$ cat config.mk
export PLATFORM = sky130hd
export DESIGN_NAME = sorted_priority_queue
export DESIGN_NICKNAME = d
export VERILOG_FILES = /design/src/rtl/spq_pkg.sv /design/src/rtl/spq_cell.sv /design/src/rtl/sorted_priority_queue.sv
export SDC_FILE = /design/constraint.sdc
export NUM_CORES = 2
export LEC_CHECK = 0
export ABC_AREA = 1
export BUFFER_PORTS_ARGS = -buffer_cell sky130_fd_sc_hd__clkbuf_2
export CAP_MARGIN = 20
export CELL_PAD_IN_SITES_DETAIL_PLACEMENT = 1
export CELL_PAD_IN_SITES_GLOBAL_PLACEMENT = 1
export CORE_MARGIN = 10
export CORE_UTILIZATION = 51
export DETAILED_ROUTE_END_ITERATION = 8
export PLACE_DENSITY_LB_ADDON = 0.1
export SLEW_MARGIN = 20
export SYNTH_ARGS = -nofsm -noshare
export SYNTH_HDL_FRONTEND = slang
export SYNTH_SLANG_ARGS = --single-unit
$ cat constraint.sdc
create_clock -name clk -period 10.45 [get_ports clk]
set_input_delay 2.09 -clock clk [delete_from_list [all_inputs] [get_ports clk]]
set_output_delay 2.09 -clock clk [all_outputs]
set_load 0.05 [all_outputs]
$ cat src/rtl/spq_pkg.sv
// Package for the sorted priority queue: transaction types, codes and sizes.
// No dependencies; every other file imports it.
package spq_pkg;

  localparam int unsigned DEPTH_DEF = 16;
  localparam int unsigned DATA_W    = 32;
  localparam int unsigned PRI_W     = 8;
  localparam int unsigned COUNT_W   = 5;

  typedef enum logic {
    OP_INSERT = 1'b0,
    OP_REMOVE = 1'b1
  } opcode_t;

  typedef enum logic [1:0] {
    ST_OK        = 2'd0,
    ST_OVERFLOW  = 2'd1,
    ST_UNDERFLOW = 2'd2
  } status_t;

  typedef struct packed {
    opcode_t                   opcode;
    logic signed [DATA_W-1:0]  item_data;
    logic        [PRI_W-1:0]   item_priority;
  } in_item_t;

  typedef struct packed {
    logic signed [DATA_W-1:0]  popped_data;
    logic                      popped_valid;
    status_t                   status;
    logic        [COUNT_W-1:0] entry_count;
  } out_item_t;

  typedef struct packed {
    logic        [PRI_W-1:0]   prio;
    logic signed [DATA_W-1:0]  data;
  } entry_t;

  typedef struct packed {
    logic insert;
    logic remove;
  } cell_ctrl_t;

endpackage

$ cat src/rtl/spq_cell.sv
// One slot of the sorted queue: holds an entry and compares it with the new one.
// Depends on spq_pkg.
module spq_cell import spq_pkg::*; (
  input  logic       clk,
  input  cell_ctrl_t ctrl,
  input  entry_t     new_entry,
  input  entry_t     prev_entry,
  input  logic       prev_ge,
  input  entry_t     next_entry,
  input  logic       occupied,
  output entry_t     entry,
  output logic       ge
);

  entry_t entry_next;

  assign ge = occupied && (entry.prio > new_entry.prio);

  always_comb begin
    entry_next = entry;
    if (ctrl.insert && !ge) begin
      entry_next = prev_ge ? new_entry : prev_entry;
    end else if (ctrl.remove) begin
      entry_next = next_entry;
    end
  end

  always_ff @(posedge clk) begin
    entry <= entry_next;
  end

endmodule

$ cat src/rtl/sorted_priority_queue.sv
// Sorted priority queue: a row of DEPTH cells shifting right on insert, left on remove.
// Result registered in the cycle after acceptance; one request per cycle while the
// result register is drained, throughput set by the single cell row update.
// Synchronous reset empties the queue (count to zero) and clears the result valid flag;
// slot contents are not reset. Depends on spq_pkg and spq_cell.
module sorted_priority_queue import spq_pkg::*; #(
  parameter int unsigned DEPTH = DEPTH_DEF
) (
  input  logic      clk,
  input  logic      rst,
  input  logic      in_valid,
  output logic      in_ready,
  input  in_item_t  in_item,
  output logic      out_valid,
  input  logic      out_ready,
  output out_item_t out_item
);

  localparam int unsigned CNT_W = $clog2(DEPTH + 1);

  logic [CNT_W-1:0]       count;
  logic [CNT_W-1:0]       count_next;
  logic [CNT_W+COUNT_W-1:0] count_ext;
  logic                   accept;
  logic                   full;
  logic                   empty;
  cell_ctrl_t             ctrl;
  entry_t                 new_entry;
  entry_t                 cells [DEPTH];
  logic [DEPTH-1:0]       ge;
  out_item_t              result;

  assign in_ready  = !out_valid || out_ready;
  assign accept    = in_valid && in_ready;
  assign full      = (count == CNT_W'(DEPTH));
  assign empty     = (count == '0);
  assign new_entry = '{prio: in_item.item_priority, data: in_item.item_data};

  always_comb begin
    ctrl.insert = accept && (in_item.opcode == OP_INSERT) && !full;
    ctrl.remove = accept && (in_item.opcode == OP_REMOVE) && !empty;
    count_next  = count;
    if (ctrl.insert) count_next = count + CNT_W'(1);
    if (ctrl.remove) count_next = count - CNT_W'(1);
    count_ext = {{COUNT_W{1'b0}}, count_next};

    result.popped_data  = '0;
    result.popped_valid = 1'b0;
    result.status       = ST_OK;
    result.entry_count  = count_ext[COUNT_W-1:0];
    if (in_item.opcode == OP_INSERT) begin
      if (full) result.status = ST_OVERFLOW;
    end else begin
      if (empty) begin
        result.status = ST_UNDERFLOW;
      end else begin
        result.popped_data  = cells[0].data;
        result.popped_valid = 1'b1;
      end
    end
  end

  for (genvar i = 0; i < DEPTH; i++) begin : g_cell
    entry_t prev_e;
    entry_t next_e;
    logic   prev_g;
    if (i == 0) begin : g_head
      assign prev_e = new_entry;
      assign prev_g = 1'b1;
    end else begin : g_body
      assign prev_e = cells[i-1];
      assign prev_g = ge[i-1];
    end
    if (i == DEPTH - 1) begin : g_tail
      assign next_e = cells[i];
    end else begin : g_mid
      assign next_e = cells[i+1];
    end
    spq_cell u_cell (
      .clk        (clk),
      .ctrl       (ctrl),
      .new_entry  (new_entry),
      .prev_entry (prev_e),
      .prev_ge    (prev_g),
      .next_entry (next_e),
      .occupied   (count > CNT_W'(i)),
      .entry      (cells[i]),
      .ge         (ge[i])
    );
  end

  always_ff @(posedge clk) begin
    if (rst) begin
      count     <= '0;
      out_valid <= 1'b0;
    end else begin
      count <= count_next;
      if (accept) begin
        out_valid <= 1'b1;
      end else if (out_ready) begin
        out_valid <= 1'b0;
      end
    end
  end

  always_ff @(posedge clk) begin
    if (accept) out_item <= result;
  end

  a_count_bound: assert property (@(posedge clk) disable iff (rst)
    count <= CNT_W'(DEPTH))
    else $error("queue count beyond depth");

  a_overflow: assert property (@(posedge clk) disable iff (rst)
    accept && in_item.opcode == OP_INSERT && full
    |=> out_item.status == ST_OVERFLOW && $stable(count))
    else $error("insert into full queue not flagged");

  a_pop: assert property (@(posedge clk) disable iff (rst)
    accept && in_item.opcode == OP_REMOVE && !empty
    |=> out_item.popped_valid && count == $past(count) - CNT_W'(1))
    else $error("remove did not pop head");

  for (genvar j = 1; j < DEPTH; j++) begin : g_chk
    a_sorted: assert property (@(posedge clk) disable iff (rst)
      ge[j] |-> ge[j-1])
      else $error("cell row out of priority order");
  end

endmodule

==> results_dict.tcl <==
set metrics [dict create \
    path_depth 16 \
    min_from "out_valid" \
    yosysTopAreaCellShare 0.507 \
    drive_gt1_frac 0.0598 \
    synthXorXnorAreaFrac 0.000435 \
    viasPerCell 6.00 \
    clockBufferDepth 3 \
    crit_chain "clkbuf_2, inv_1, buf_4, ha_1, nand2_1, nor2_1, and2_1, nor2_2, buf_4, nand2_1, buf_4, nand2_1, buf_4, inv_2, nand2_1, nand2_1" \
    cp.required_ps 10830 \
    gp_congestion 0.925 \
    final_util 0.556 \
    swShare 0.384 \
    htree_levels 3 \
    n_fill_cell 9826 \
    cts_resized 0 \
    die_y_um 301 \
    slew_headroom 0.303 \
    dp_hpwl_um 105000 \
    drt-pass1-iter-count 6 \
    wl_per_cell_um 24.9 \
    r2r_start "g_cell[12].u_cell.entry[39]" \
    clk_latency_ps 640 \
    worstMarginPinSlew_ps 1040 \
    chipWidth_um 301 \
    power_switching_mw 3.73 \
    antenna_found_initial 1 \
    grt_pass1_wl_um 237000 \
    syn_inst 5317 \
    grt_usage 0.341 \
    cts_tree "yes" \
    setup_viol 0 \
    whs_path_depth 2 \
    dieArea_um2 90700 \
    critPathLaunch "in_item[1]" \
    numPortBuffers 86 \
    hold_violations 0 \
    p_comb_frac 0.302 \
    ir_drop_mv 0.130 \
    synthesis.area_um2 40300 \
    wirelength_um 158000 \
    core_um2 78600 \
    ys_seq_area_frac 0.510 \
    hold_class "flip-flop to flip-flop" \
    cp_slowest_cell "clkbuf_2" \
    grt_overflow 0 \
    start_util 0.513 \
    p_per_area_nw_per_um2 222 \
    drcViolationCount 0 \
    rsz0062_at_grt "no" \
    yosys.area_share.adder 0.0416 \
    cts_hold_buffers 0 \
    cp_slowest_stage_delay_ps 510 \
    synth_nets 5496 \
    grt_pass1_vias 37900 \
    path_class "primary input to flip-flop" \
    synthSimpleGateAreaFrac 0.375 \
    worstRegToRegCells 13 \
    fin_setup_tns_ps 0 \
    crit_family "buffers and inverters" \
    crit_path_frequent_cell "nand2_1" \
    seqPwrFrac 0.420 \
    synth_top_family_by_area "simple AND/OR/NAND/NOR gates" \
    cap_violations 0 \
    synth_area_leader_cell "edfxtp_1" \
    cp_num_buf_inv 7 \
    drv_slew 0 \
    mostFrequentLayoutCells "3,127 x nand2_1, 680 x edfxtp_1, 571 x nand3_1" \
    synth_cell_types 32 \
    drtIter0Drc 4758 \
    ys_top_cells_by_area "edfxtp_1 51%, nand2_1 29%, nand3_1 7.1%, ha_1 4.2%, clkbuf_1 1.9%" \
    fin_worst_skew_ps 29.9 \
    syn_area_per_cell_um2 7.58 \
    rows 103 \
    diodes 0 \
    yosysWarnings 0 \
    worst_ep_arrival_time_ps 6550 \
    yosys-mux-area-fraction 0 \
    final_common_cell "nand2_1" \
    finalNetCount 5406 \
    ant_nets 0 \
    synth_compound_gate_area_share 0.0198 \
    cts_num_sinks 686 \
    min_period_over_period 0.590 \
    min_period_ps 6160 \
    cts_root_buf "clkbuf_16" \
    syn_to_final_growth_pct 8.41 \
    ys_seq_elements 686 \
    worst_setup_path_end_kind "flip-flop" \
    fmax_mhz 162 \
    cp-start-kind "primary input" \
    pwr-share-clk 0.278 \
    ios 87 \
    grt_max_degree 81 \
    cts_buffers 80 \
    p_leak_nw 21.4 \
    outcome "complete, no violations" \
    vias 38000 \
    critPathMaxFanout 41 \
    cts_setup_buffers 0 \
    path_clk_slew_ps 60 \
    intPower_mw 5.97 \
]
[path summary, 6_finish.rpt]
check / endpoint / slack, ps
worst max register to register: g_cell[12].u_cell.entry[3] / 6200
worst max-delay path: g_cell[3].u_cell.entry[36] / 4290
worst min-delay path: out_valid / 530
worst min register to register: out_valid / 530
[flip-flops by register name (all words and copies together), names as in the netlist]
signal               cells
g_cell.u_cell.entry    640
out_item                40
out_valid                1
count                    5
[routing by layer]
layer / track usage / vias up / part of all wire
met5: 0 / - / 0
met4: 0.100 / 0 / 0.027
met3: 0.0850 / 313 / 0.12
met2: 0.504 / 2178 / 0.43
met1: 0.490 / 18600 / 0.42
li1: - / 16900 / -
[power groups by stage]
| stage | sequential [mW] | combinational [mW] | clock (mW) |
|---|---|---|---|
| 2_1_floorplan | 4.01 | 1.87 | 0 |
| 3_3_place_gp | 4.10 | 2.73 | 0 |
| 3_5_place_dp | 4.11 | 2.84 | 0 |
| 4_1_cts | 4.06 | 2.87 | 2.72 |
| 5_1_grt | 4.10 | 3.23 | 2.81 |
| 6_report | 4.07 | 2.93 | 2.70 |
[kinds of logic (layout without fill, tap and decap cells)]
group,after synthesis,in the layout
AND/OR/NAND/NOR,3824,3824
adder cells (fa/ha/maj),134,134
XOR/XNOR,2,2
flip-flops,686,686
buffers and inverters,522,489
AO/OA/AOI/OAI,149,149
[worst reg2reg max path, delay by kind of cell (launching register included)]
family | cells | cell delay [ps]
buffers and inverters | 4 | 1920
and+or+nand+nor | 8 | 1420
DFF | 1 | 450
adders and majority gates | 1 | 330
[through the flow]
step                      power, mW  std cells  hold WS, ps  setup slack [ps]  instance area [um2]
final                          9.70       6334          530              4290                43700
after CTS                      9.64       6334          525              4450                43700
after global routing           10.1       6334          561              4080                43700
after floorplan                5.88       5317          494              4300                40300
after detailed placement       6.95       6195          514              3850                41300
after global placement         6.83       6194          506              4000                41300
[cell usage after synthesis (all sizes together)]
master  number
clkinv       1
o21bai       1
o21a         2
and3         1
nand3      571
a21oi       43
inv        177
o21ai       87
o211ai       1
edfxtp     680
or2          1
nand4        4
ha         134
nand2     3134
xor2         2
a21o        14
nor2       108
dfxtp        6
buf        140
a31oi        1
nor2b        1
and2         4
clkbuf     204
[cell type report]
class                   instances  area (um2)  area share
inverters                     178         668      0.0153
clock buffers                 104        2110      0.0484
clock inverters                35         273     0.00624
flip-flops and latches        686       20500       0.470
well taps                    1050        1310      0.0301
repair buffers                172        1100      0.0252
multi-input cells            4109       17700       0.405
Note: power is estimated with default switching activity, not from simulation.
